==> src/sv/gtpu_pkg.sv <==
// package with payload types, parse phases and constants of the gtp-u header parser
package gtpu_pkg;

   // width of the length arithmetic and of the byte position counter
   localparam int LENGTH_BITS = 16;

   // fixed header checks
   localparam logic [3:0] GTP_VERSION_V1  = 4'h3;
   localparam logic [7:0] MSG_TYPE_TPDU   = 8'hff;
   localparam int         MIN_PACKET_LEN  = 12;
   localparam int         MANDATORY_LEN   = 8;
   localparam int         OPTIONAL_END    = 12;
   localparam int         LAST_FIXED_POS  = 7;
   localparam int         LAST_OPT_POS    = 11;
   localparam logic [3:0] IP_VERSION_V6   = 4'h6;

   // result codes
   localparam logic [1:0] VERDICT_NONE = 2'd0;
   localparam logic [1:0] VERDICT_IPV4 = 2'd1;
   localparam logic [1:0] VERDICT_IPV6 = 2'd2;

   typedef enum logic [2:0] {
      PH_FIXED   = 3'd0,
      PH_OPT     = 3'd1,
      PH_EXTLEN  = 3'd2,
      PH_EXTSKIP = 3'd3,
      PH_EXTNEXT = 3'd4,
      PH_INNER   = 3'd5,
      PH_DONE    = 3'd6
   } phase_type;

   typedef struct packed {
      logic [7:0]  byte_value;
      logic [15:0] packet_length;
      logic        is_last;
   } req_type;

   typedef struct packed {
      logic [1:0]  verdict;
      logic [15:0] inner_offset;
      logic [15:0] inner_length;
   } rsp_type;

endpackage

==> src/sv/gtpu_header_parser_top.sv <==
// gtp-u v1 header parser: byte stream in, one verdict per packet out
//
// usage: the udp payload enters on the req_ channel, one byte per beat, with
// the payload length on every beat and is_last on the final byte. the block
// checks the gtp-u v1 fixed header, skips the optional fields, walks the
// extension header chain and, on the last byte, gives one rsp_ beat with the
// verdict (not gtp, inner ipv4, inner ipv6), inner offset and inner length.
// bytes that are not last give no rsp_ beat.
// throughput: one byte per cycle unless stalled; the per-byte state update is
// a single pass of logic between the parser state registers and the result
// register. the result appears in the cycle after the last byte is accepted.
// stall: the result register holds its beat until rsp_ready; while it is
// full and rsp_ready is low, req_ready is low, otherwise bytes keep flowing.
// reset: synchronous, active high; parser returns to the fixed header phase
// at byte position 0 and the result register is emptied. the parser also
// returns to that state after every last byte.
module gtpu_header_parser_top (
   input  logic             clock,
   input  logic             reset,
   input  logic             req_valid,
   output logic             req_ready,
   input  gtpu_pkg::req_type req_data,
   output logic             rsp_valid,
   input  logic             rsp_ready,
   output gtpu_pkg::rsp_type rsp_data
);

   localparam int LB = gtpu_pkg::LENGTH_BITS;

   // parser state
   logic [LB-1:0]       pos_ff, pos_in;
   gtpu_pkg::phase_type phase_ff, phase_in;
   logic [2:0]          flags_ff, flags_in;
   logic [7:0]          len_hi_ff, len_hi_in;
   logic [9:0]          skip_ff, skip_in;
   logic [LB-1:0]       hdr_end_ff, hdr_end_in;
   logic                is_v6_ff, is_v6_in;
   logic                reject_ff, reject_in;

   // result register
   logic                rsp_valid_ff;
   gtpu_pkg::rsp_type   rsp_data_ff, rsp_data_in;

   logic [7:0]          b;
   logic [LB-1:0]       len;
   logic                accept;
   logic                in_header;

   assign b         = req_data.byte_value;
   assign len       = req_data.packet_length[LB-1:0];
   assign req_ready = !rsp_valid_ff || rsp_ready;
   assign accept    = req_valid && req_ready;
   assign in_header = !(phase_ff inside {gtpu_pkg::PH_INNER, gtpu_pkg::PH_DONE});

   // per-byte state update and result
   always_comb begin
      pos_in      = pos_ff;
      phase_in    = phase_ff;
      flags_in    = flags_ff;
      len_hi_in   = len_hi_ff;
      skip_in     = skip_ff;
      hdr_end_in  = hdr_end_ff;
      is_v6_in    = is_v6_ff;
      reject_in   = reject_ff;
      rsp_data_in = '0;

      if (!reject_ff) begin
         if (in_header) begin
            if (pos_ff >= len) begin
               // header byte beyond the payload
               reject_in = 1'b1;
            end else begin
               case (phase_ff)
                  gtpu_pkg::PH_FIXED: begin
                     if (pos_ff == LB'(0)) begin
                        flags_in = b[2:0];
                        if (len <= LB'(gtpu_pkg::MIN_PACKET_LEN) ||
                            b[7:4] != gtpu_pkg::GTP_VERSION_V1) begin
                           reject_in = 1'b1;
                        end
                     end else if (pos_ff == LB'(1)) begin
                        if (b != gtpu_pkg::MSG_TYPE_TPDU) begin
                           reject_in = 1'b1;
                        end
                     end else if (pos_ff == LB'(2)) begin
                        len_hi_in = b;
                     end else if (pos_ff == LB'(3)) begin
                        if (len < LB'(gtpu_pkg::MANDATORY_LEN) ||
                            {len_hi_ff, b} !=
                            16'(len - LB'(gtpu_pkg::MANDATORY_LEN))) begin
                           reject_in = 1'b1;
                        end
                     end else if (pos_ff >= LB'(gtpu_pkg::LAST_FIXED_POS)) begin
                        if (flags_ff != 3'd0) begin
                           phase_in = gtpu_pkg::PH_OPT;
                        end else begin
                           hdr_end_in = LB'(gtpu_pkg::MANDATORY_LEN);
                           phase_in   = gtpu_pkg::PH_INNER;
                        end
                     end
                  end
                  gtpu_pkg::PH_OPT: begin
                     if (pos_ff >= LB'(gtpu_pkg::LAST_OPT_POS)) begin
                        if (b != 8'd0) begin
                           phase_in = gtpu_pkg::PH_EXTLEN;
                        end else begin
                           hdr_end_in = LB'(gtpu_pkg::OPTIONAL_END);
                           phase_in   = gtpu_pkg::PH_INNER;
                        end
                     end
                  end
                  gtpu_pkg::PH_EXTLEN: begin
                     if (b == 8'd0) begin
                        reject_in = 1'b1;
                     end else begin
                        // four-byte units, minus the length and next-type bytes
                        skip_in  = {b, 2'b00} - 10'd2;
                        phase_in = gtpu_pkg::PH_EXTSKIP;
                     end
                  end
                  gtpu_pkg::PH_EXTSKIP: begin
                     skip_in = skip_ff - {9'd0, skip_ff != 10'd0};
                     if (skip_in == 10'd0) begin
                        phase_in = gtpu_pkg::PH_EXTNEXT;
                     end
                  end
                  default: begin
                     // next extension type byte
                     if (b != 8'd0) begin
                        phase_in = gtpu_pkg::PH_EXTLEN;
                     end else begin
                        hdr_end_in = pos_ff + LB'(1);
                        phase_in   = gtpu_pkg::PH_INNER;
                     end
                  end
               endcase
            end
         end else if (phase_ff == gtpu_pkg::PH_INNER && pos_ff == hdr_end_ff &&
                      pos_ff < len) begin
            // first inner byte carries the ip version
            is_v6_in = (b[7:4] == gtpu_pkg::IP_VERSION_V6);
            phase_in = gtpu_pkg::PH_DONE;
         end
      end

      // saturating byte position
      if (pos_ff != {LB{1'b1}}) begin
         pos_in = pos_ff + LB'(1);
      end

      // verdict from the updated state
      if (reject_in || !(phase_in inside {gtpu_pkg::PH_INNER, gtpu_pkg::PH_DONE}) ||
          hdr_end_in > len) begin
         rsp_data_in = '0;
      end else begin
         rsp_data_in.verdict = (phase_in == gtpu_pkg::PH_DONE && is_v6_in) ?
                               gtpu_pkg::VERDICT_IPV6 : gtpu_pkg::VERDICT_IPV4;
         rsp_data_in.inner_offset = 16'(hdr_end_in);
         rsp_data_in.inner_length = 16'(len - hdr_end_in);
      end

      // back to the start of a packet after the last byte
      if (req_data.is_last) begin
         pos_in     = '0;
         phase_in   = gtpu_pkg::PH_FIXED;
         flags_in   = '0;
         len_hi_in  = '0;
         skip_in    = '0;
         hdr_end_in = '0;
         is_v6_in   = 1'b0;
         reject_in  = 1'b0;
      end
   end

   // parser state registers
   always_ff @(posedge clock) begin
      if (reset) begin
         pos_ff     <= '0;
         phase_ff   <= gtpu_pkg::PH_FIXED;
         flags_ff   <= '0;
         len_hi_ff  <= '0;
         skip_ff    <= '0;
         hdr_end_ff <= '0;
         is_v6_ff   <= 1'b0;
         reject_ff  <= 1'b0;
      end else if (accept) begin
         pos_ff     <= pos_in;
         phase_ff   <= phase_in;
         flags_ff   <= flags_in;
         len_hi_ff  <= len_hi_in;
         skip_ff    <= skip_in;
         hdr_end_ff <= hdr_end_in;
         is_v6_ff   <= is_v6_in;
         reject_ff  <= reject_in;
      end
   end

   // result register, loaded on the last byte of a packet
   always_ff @(posedge clock) begin
      if (reset) begin
         rsp_valid_ff <= 1'b0;
      end else if (accept && req_data.is_last) begin
         rsp_valid_ff <= 1'b1;
      end else if (rsp_ready) begin
         rsp_valid_ff <= 1'b0;
      end
   end

   always_ff @(posedge clock) begin
      if (accept && req_data.is_last) begin
         rsp_data_ff <= rsp_data_in;
      end
   end

   assign rsp_valid = rsp_valid_ff;
   assign rsp_data  = rsp_data_ff;

endmodule

==> config.mk <==
export PLATFORM = sky130hd
export DESIGN_NAME = gtpu_header_parser_top
export DESIGN_NICKNAME = d
export VERILOG_FILES = /design/src/sv/gtpu_pkg.sv /design/src/sv/gtpu_header_parser_top.sv
export SDC_FILE = /design/constraint.sdc
export NUM_CORES = 1
export LEC_CHECK = 0
export ABC_AREA = 1
export BUFFER_PORTS_ARGS = -buffer_cell sky130_fd_sc_hd__buf_2
export CAP_MARGIN = 40
export CORE_MARGIN = 2
export CORE_UTILIZATION = 50
export CTS_CLUSTER_SIZE = 30
export DETAILED_ROUTE_END_ITERATION = 10
export GPL_ROUTABILITY_DRIVEN = 0
export MAX_ROUTING_LAYER = met4
export PLACE_DENSITY = 0.72
export SETUP_SLACK_MARGIN = 0.2
export SLEW_MARGIN = 10
export SYNTH_ARGS = -nofsm -noshare
export SYNTH_HDL_FRONTEND = slang
export SYNTH_SLANG_ARGS = --single-unit
==> constraint.sdc <==
create_clock -name clock -period 5.2 [get_ports clock]
set_clock_uncertainty 0.05 [all_clocks]
set_input_delay 0.52 -clock clock [delete_from_list [all_inputs] [get_ports clock]]
set_output_delay 0.52 -clock clock [all_outputs]
set_load 0.01 [all_outputs]
# == Yosys cells after proc, flatten, opt, wreduce, memory -nomap -nowiden ==
# Cells that the tools add are included.
# word_totals
ff_bits,93
output_inout_bits,36
elab_cells,150
# op_classes
addsub,5
order_cmp,7
n_eq_ne,22
muxes,72
n_reduce_logical,32
# ops
operator,count
two-way mux 16 bit,15
two-way mux 8 bit,8
two-way mux 3 bit,21
two-way mux 10 bit,5
one-hot mux 16 bit (3 select lines),1
"equality test 16 x 2 -> 1 bit, second input constant",2
one-hot mux 10 bit (2 select lines),1
two-way mux 1 bit,18
"adder 16 x 1 -> 16 bit, second input constant",1
"equality test 16 x 1 -> 1 bit, second input constant",1
equality test 16 bit,1
greater-or-equal comparator 16 bit,1
"greater-or-equal comparator 16 x 3 -> 1 bit, second input constant",1
"greater-or-equal comparator 16 x 4 -> 1 bit, second input constant",1
> comparator 16 bit,1
"less-or-equal comparator 16 x 4 -> 1 bit, second input constant",1
zero test 16 bit,1
less-than comparator 16 bit,1
"less-than comparator 16 x 4 -> 1 bit, second input constant",1
!= test 16 bit,1
"!= test 16 bit, second input constant",1
subtractor 16 bit,1
"subtractor 16 x 4 -> 16 bit, second input constant",1
nonzero test 2 bit,7
other kinds (26),45

# == Depth between registers and ports, before layout ==
# Gate-level depths: netlist of run 1.
# logic_depth
word_depth,16
ltp_mapped,33
mapped_depth_nobuf,33

# == Worst setup path before layout of run 1 ==
# No wires, ideal clock.
# synth_path
kind,input -> register
from,input port req_data[2] (netlist name)
to,"register rsp_data_ff, in the netlist rsp_data[14] (data pin)"
arrival_ps,3756
required_time_ps,4894
setup_slack_ps,1138
cell_stages,32
path_buffers,1
path_cell_list,inv_1 ha_1 nand2_1 nand2_1 nand2_1 nand2_1 nand2_1 nand2_1 nand2_1 nand3_1 nor2_1 inv_1 nor2_1 nand2_1 inv_1 buf_2 o22ai_2 fa_1 inv_1 a21oi_1 o21ai_0 nand3_1 nand2_1 nand3_1 nand2_1 nand2_1 nand2_1 nand2_1 nand2_1 a21oi_1 xor2_1 nor2_2
# synth_between
elab_chain_len,14
word_cells_on_any_way,34
cone_classes,add/sub (2); order compare (5); eq/ne (3); mux (17); reduce/logical (7)
# synth_rtl
item,line,text
"start, declared",gtpu_header_parser_top.sv:22,"input gtpu_pkg::req_type req_data,"
subtractor 16 x 4 -> 16 bit,gtpu_header_parser_top.sv:90,16'(len - LB'(gtpu_pkg::MANDATORY_LEN))) begin
!= test 16 bit,gtpu_header_parser_top.sv:89,"{len_hi_ff, b} !="
logical OR 1 bit,gtpu_header_parser_top.sv:88,if (len < LB'(gtpu_pkg::MANDATORY_LEN) ||
two-way mux 1 bit,gtpu_header_parser_top.sv:88,
two-way mux 1 bit,gtpu_header_parser_top.sv:87,end else if (pos_ff == LB'(3)) begin
two-way mux 1 bit,gtpu_header_parser_top.sv:85,end else if (pos_ff == LB'(2)) begin
two-way mux 1 bit,gtpu_header_parser_top.sv:81,end else if (pos_ff == LB'(1)) begin
two-way mux 1 bit,gtpu_header_parser_top.sv:75,if (pos_ff == LB'(0)) begin
one-hot mux 1 bit (2 select lines),gtpu_header_parser_top.sv:73,case (phase_ff)
two-way mux 1 bit,gtpu_header_parser_top.sv:69,if (pos_ff >= len) begin
two-way mux 1 bit,gtpu_header_parser_top.sv:68,if (in_header) begin
two-way mux 1 bit,gtpu_header_parser_top.sv:67,if (!reject_ff) begin
logical OR 1 bit (2 in a row),gtpu_header_parser_top.sv:152,"if (reject_in || !(phase_in inside {gtpu_pkg::PH_INNER, gtpu_pkg::PH_DONE}) ||"
"end signal, assigned",gtpu_header_parser_top.sv:211,rsp_data_ff <= rsp_data_in;
"end, declared",gtpu_header_parser_top.sv:42,"gtpu_pkg::rsp_type rsp_data_ff, rsp_data_in;"
# Parallel ways exist; a longest one is shown, timed or not.
# A chain may end at the register's enable or synchronous reset.

# == Worst setup path in the final report of run 1 ==
# layout_path
from,register pos_ff[12]
to,"register rsp_data_ff, in the netlist rsp_data[13] (data pin)"
# layout_between
elab_chain_len,15
word_cells_on_any_way,50
cone_classes,add/sub (2); order compare (5); eq/ne (6); mux (30); reduce/logical (7)
# layout_rtl
item,line,text
"start, declared",gtpu_header_parser_top.sv:31,"logic [LB-1:0] pos_ff, pos_in;"
"start signal, assigned",gtpu_header_parser_top.sv:187,pos_ff <= pos_in;
"parallel branches: the longest is 15 deep, another holds greater-or-equal comparator 16 x 3 -> 1 bit",-,
# Parallel ways; which one is timed is not known.

==> impl_metrics.py, run 1 <==
metrics = {
    "critical_path": {
        "worstSetupEndpointType": "register",
        "worstPathArrival_ps": 4760,
        "reg2regPathDepth": 25,
        "cpMaxStageDelayCell": "dfxtp_1",
        "worstPathMaxFanout": 10,
        "rr_startpoint": "pos_ff[12]",
        "r2r_slack_ps": 490,
        "cp.depth": 25,
        "r2r_end": "rsp_data[13]",
        "crit_top_cell": "nand2_1",
        "cpPeakStageDelay_ps": 530,
        "critical-path-top-delay-family": "simple AND/OR/NAND/NOR gates",
        "crit_type": "reg -> reg",
        "crit_path_start_kind": "register",
        "cp.required_ps": 5250,
        "cp.buffers_inverters": 3,
    },
    "sta": {
        "fin_ws_ps": 493,
        "rsz0062_at_grt": "no",
        "setup_viol": 0,
        "hold_viol_final": 0,
        "finalCritPeriodShare": 0.905,
        "fin_setup_tns_ps": 0,
        "slew-limit-headroom": 0.572,
        "fmax_mhz": 212,
        "worst_pin_slew_ps": 641,
        "min_period_ps": 4710,
        "slew_viol_final": 0,
    },
    "floorplanning": {
        "die-width_um": 123,
        "core_um2": 13800,
        "num_io_pins": 65,
        "die_height_um": 123,
        "dieArea_um2": 15100,
        "num_rows": 43,
        "initial_core_util": 0.510,
    },
    "clock_tree": {
        "cts_tree": "yes",
        "clk_latency_ps": 360,
        "htree_levels": 3,
        "clock_tree.root_cell": "clkbuf_16",
        "clk_path_buf_depth": 2,
        "cts_buffers": 9,
        "hold_buffers": 0,
        "cts.sinks": 93,
        "post_cts_buffers": 0,
        "path_clk_slew_ps": 70,
        "cts_resized": 0,
    },
    "yosys": {
        "async_flop_share": 0,
        "synth_edf_count": 34,
        "synth_cell_types": 51,
        "syn_area_um2": 7050,
        "yosysMostFrequentCell": "nand2_1",
        "yosys-top-cells-count": "nand2_1 (253), inv_1 (130), nor2_1 (101)",
        "ys_ff_latch": 93,
        "synth.avg_cell_area_um2": 6.84,
        "synth_top_area_share": 0.168,
        "synthFlopType": "dfxtp_1",
        "yosysSeqAreaShare": 0.312,
        "synthTopCellsByArea": "dfxtp_1 (17%), edfxtp_1 (14%), nand2_1 (13%), ha_1 (7.3%), inv_1 (6.9%)",
        "ys_warn_count": 0,
        "syn-num-nets": 1101,
        "yosys.area.top_type": "dfxtp_1",
        "syn_inst": 1030,
    },
    "pwr": {
        "ir_drop_mv": 0.166,
        "p_leak_uw": 0.00341,
        "powerDensity_nw_per_um2": 228,
    },
    "grt": {
        "grt_pass1_vias": 6125,
        "antenna_found_initial": 0,
        "grt_max_degree": 55,
        "gr-total-overflow": 0,
        "globalRouteTotalUtil": 0.272,
        "grt_pass1_wl_um": 30900,
    },
    "hold_path": {
        "hold_end": "is_v6_ff",
        "min_path_cells": 2,
        "hold_class": "reg -> reg",
        "min_from": "is_v6_ff",
    },
    "run_status": {
        "outcome": "complete, no violations",
    },
    "placement": {
        "dp_hpwl_um": 15300,
        "pre_cts_ws_ps": 275,
        "portBuffers": 64,
    },
    "detailed_routing": {
        "dr_total_vias": 6842,
        "dr.pass1.iters": 5,
        "drt_iter0_markers": 803,
        "viasPerCell": 5.36,
        "drt-total-wl_um": 19600,
        "route.detailed.wl_per_inst_um": 15.4,
        "drc": 0,
        "drt.antenna.violating_nets": 0,
    },
    "final_layout": {
        "fillers": 1329,
        "diodes": 0,
        "final_nets": 1162,
        "syn_to_final_growth_pct": 11.8,
        "drive_gt1_frac": 0.154,
    },
    "run": {
        "drv_cap": 0,
    },
}
## kinds of logic (layout without fill, tap and decap cells)
| kind of cell | count (synthesis) | in the layout | synth area share |
|---|---|---|---|
| compound gates | 154 | 154 | 0.121 |
| xor+xnor | 48 | 48 | 0.0596 |
| fa+ha+maj | 42 | 42 | 0.0756 |
| flops | 93 | 93 | 0.312 |
| simple gates | 524 | 524 | 0.333 |
| buf+inv | 169 | 235 | 0.0980 |
## area by class of cell
| type | count | area [µm²] | share of cell area |
|---|---|---|---|
| sequential | 93 | 2210 | 0.280 |
| timing repair buffer | 81 | 455 | 0.0578 |
| tap | 180 | 225 | 0.0286 |
| clock inverter | 6 | 71.3 | 0.00905 |
| inverter | 138 | 518 | 0.0658 |
| clock buffer | 10 | 229 | 0.0291 |
| multi-input combinational | 768 | 4170 | 0.529 |
## flip-flops by register name, indices dropped and copies added (netlist names)
signal and cells:
len_hi_ff 8, skip_ff 10, pos_ff 16, hdr_end_ff 16, rsp_data 34, phase_ff 3
reject_ff 1, flags_ff 3, is_v6_ff 1, rsp_valid 1
## power by group
part	switching [µW]	total, µW	internal (µW)	leakage, µW
combinational	217	327	110	0.00246
sequential	12.4	782	770	0.000813
clock	307	684	377	0.000139
total	536	1790	1260	0.00341
## worst max-delay path by stage
stage,from,endpoint
2_1_floorplan,req_data[2],rsp_data[14]
3_3_place_gp,req_data[12],rsp_data[13]
3_5_place_dp,req_data[12],rsp_data[13]
4_1_cts,pos_ff[15],rsp_data[31]
5_1_grt,pos_ff[0],rsp_data[13]
6_report,pos_ff[12],rsp_data[13]
## cells in the final DEF, fill, tap and decap left out, drive strengths merged, types with 5 or more instances in the layout
master    n
dfxtp    59
xor2     38
or2       5
nor2    144
nand4    23
ha       41
nor3     19
a211oi    5
nand2   254
clkbuf   10
nand3    67
buf      81
a21oi    88
xnor2    10
inv     139
edfxtp   34
o22ai     9
o21ai    34
## tightest hold or removal path: cells and delay by family, from the launching register on
kind / cells / cell delay (ps)
DFF: 1 / 310
AOI/OAI and AO/OA: 1 / 50
and+or+nand+nor: 1 / 60
## layer usage
metal	share of wire	global-route usage	up-vias	routed length, µm
met3	0.080	0.0511	35	1570
met2	0.44	0.402	271	8540
met1	0.46	0.371	3043	8990
li1	-	-	3493	-
met5	0	-	-	0
met4	0.025	0.0977	0	486
## through the flow
stage / hold slack (ps) / util / area (µm²) / total power [µW] / std cells
floorplan: 390 / - / 7050 / 1030 / 1030
global placement: 402 / 0.546 / 7550 / 1120 / 1259
detailed placement: 405 / 0.547 / 7570 / 1120 / 1260
CTS: 415 / 0.569 / 7870 / 1790 / 1276
global route: 439 / 0.570 / 7880 / 1860 / 1276
finish: 414 / 0.570 / 7880 / 1790 / 1276
Note: power is estimated with default switching activity, not from simulation.
==> run 2: changes to the inputs <==
CTS_BUF_LIST = sky130_fd_sc_hd__clkbuf_2 sky130_fd_sc_hd__clkbuf_4 sky130_fd_sc_hd__clkbuf_8   (was default)
PLACE_DENSITY = 0.69   (was 0.72)
==> run 2 against run 1 <==
Effect of this change:
- critical path depth is 4 higher
- power is 9.4% lower
- non-clock buffer count is 5 higher
- cell count is 0.39% higher
- worst hold slack worse by 5.9 ps
- clock power is 25% lower
- flip-flop and latch count stayed put
- fmax is 2.2% higher
==> impl_metrics.py, run 2 (synthesis results as in run 1) <==
metrics = {
    "pwr": {
        "p_int_uw": 1100,
        "switching_power_uw": 521,
        "p_leak_uw": 0.00340,
        "p_seq_frac": 0.480,
        "finalPower_uw": 1630,
        "powerDensity_nw_per_um2": 208,
        "swShare": 0.320,
        "ir_drop_mv": 0.109,
        "p_clk_frac": 0.316,
        "combPwrFrac": 0.203,
    },
    "floorplanning": {
        "core_um2": 13800,
        "initial_core_util": 0.510,
        "num_rows": 43,
        "num_io_pins": 65,
        "die_height_um": 123,
        "die-width_um": 123,
        "dieArea_um2": 15100,
    },
    "clock_tree": {
        "path_clk_slew_ps": 100,
        "clk_latency_ps": 400,
        "cts.sinks": 93,
        "cts_tree": "yes",
        "cts_buffers": 9,
        "clock_tree.root_cell": "clkbuf_8",
        "hold_buffers": 0,
        "htree_levels": 3,
        "clk_path_buf_depth": 2,
    },
    "critical_path": {
        "r2r_end": "rsp_data[3]",
        "rr_startpoint": "pos_ff[1]",
        "reg2regPathDepth": 29,
        "r2r_slack_ps": 600,
        "cpMaxStageDelayCell": "dfxtp_1",
        "worstPathArrival_ps": 4800,
        "cp.buffers_inverters": 4,
        "cp.required_ps": 5390,
        "cpPeakStageDelay_ps": 500,
        "critical-path-top-delay-family": "simple AND/OR/NAND/NOR gates",
        "crit_type": "reg -> reg",
        "worstSetupEndpointType": "register",
        "worstPathMaxFanout": 33,
        "crit_top_cell": "nand2_1",
        "crit_path_start_kind": "register",
    },
    "final_layout": {
        "final_common_cell": "nand2_1",
        "diodes": 0,
        "final_nets": 1167,
        "layout_common_cells": "nand2_1 (253), inv_1 (130), nor2_1 (99)",
        "largest_register_ffs": 34,
        "final_cells": 1281,
        "drive_gt1_frac": 0.156,
        "syn_to_final_growth_pct": 11.0,
    },
    "sta": {
        "finalCritPeriodShare": 0.885,
        "min_period_ps": 4600,
        "fin_setup_tns_ps": 0,
        "rsz0062_at_grt": "no",
        "worst_pin_slew_ps": 660,
        "slew-limit-headroom": 0.559,
        "fmax_mhz": 217,
        "setup_viol": 0,
        "slew_viol_final": 0,
        "hold_viol_final": 0,
    },
    "grt": {
        "gr-total-overflow": 0,
        "globalRouteTotalUtil": 0.276,
        "antenna_found_initial": 0,
        "grt_pass1_wl_um": 31200,
        "grt_max_degree": 40,
        "grt_pass1_vias": 6206,
    },
    "run_status": {
        "outcome": "complete, no violations",
    },
    "placement": {
        "dp_hpwl_um": 15600,
        "portBuffers": 64,
        "dp.cells": 1265,
    },
    "detailed_routing": {
        "viasPerCell": 5.42,
        "dr_total_vias": 6941,
        "drc": 0,
        "drt.antenna.violating_nets": 0,
        "drt-total-wl_um": 19700,
        "dr.pass1.iters": 5,
        "route.detailed.wl_per_inst_um": 15.4,
        "drt_iter0_markers": 807,
    },
    "hold_path": {
        "min_path_cells": 4,
        "hold_end": "rsp_valid",
        "hold_class": "in -> reg",
        "min_from": "rsp_ready",
    },
    "run": {
        "drv_cap": 0,
    },
}
## run 2: changes by cell type in the layout (fill, tap and decap cells not counted), moves of 3 or more
cell | previous run | this run
dfxtp_2 | 5 | 2
clkbuf_16 | 9 | 0
dfxtp_1 | 54 | 57
buf_4 | 16 | 20
clkbuf_8 | 0 | 9
## run 2: what timing repair did
item / CTS / global route
resized for setup: 0 / 4
setup endpoints to repair: 0 / 33
buffers inserted: 0 / 0
endpoints found under the hold margin: 0 / 0
## run 2: cell type report
| cell class | instances | area, µm² |
|---|---|---|
| clock buffer | 9 | 124 |
| clock inverter | 7 | 73.8 |
| fill | 1308 | 6010 |
| inverter | 138 | 518 |
| multi-input combinational | 768 | 4170 |
| sequential | 93 | 2200 |
| tap | 180 | 225 |
| timing repair buffer | 86 | 505 |
## run 2: worst max-delay path by stage
stage                  from  depth (start not counted)      endpoint
4_1_cts          pos_ff[15]                         25   rsp_data[3]
3_5_place_dp   req_data[12]                         27   rsp_data[3]
5_1_grt           pos_ff[1]                         29   rsp_data[3]
3_3_place_gp   req_data[12]                         27  rsp_data[13]
6_report          pos_ff[1]                         29   rsp_data[3]
2_1_floorplan   req_data[2]                         32  rsp_data[14]
## run 2: per-layer routing
| metal | GRT usage | part of all wire | wire (µm) | vias up |
|---|---|---|---|---|
| met3 | 0.0474 | 0.076 | 1500 | 35 |
| met2 | 0.411 | 0.44 | 8610 | 265 |
| met5 | - | 0 | 0 | - |
| li1 | - | - | - | 3492 |
| met4 | 0.0826 | 0.020 | 401 | 0 |
| met1 | 0.383 | 0.47 | 9180 | 3149 |
## run 2: worst reg2reg max path: cells and delay by family, from the launching register on
family                   cells  cell delay (ps)
adder cells (fa/ha/maj)      3              940
AND/OR/NAND/NOR             19             2020
buffers and inverters        4              530
AO/OA/AOI/OAI                3              430
flip-flops                   1              500
## run 2: through the flow
stage,hold slack [ps],worst slack (ps),utilization,instance area [µm²]
after floorplan,390,1140,-,7050
after global placement,401,400,0.548,7580
after detailed placement,407,224,0.551,7620
after CTS,407,432,0.565,7820
after global routing,415,234,0.566,7820
final,408,596,0.566,7820
## run 2: power by group through the flow
stage / registers, µW / logic [µW] / clock network [µW]
floorplan: 800 / 225 / 0
global placement: 797 / 319 / 0
detailed placement: 797 / 323 / 0
CTS: 781 / 325 / 520
global route: 783 / 367 / 544
finish: 781 / 330 / 514
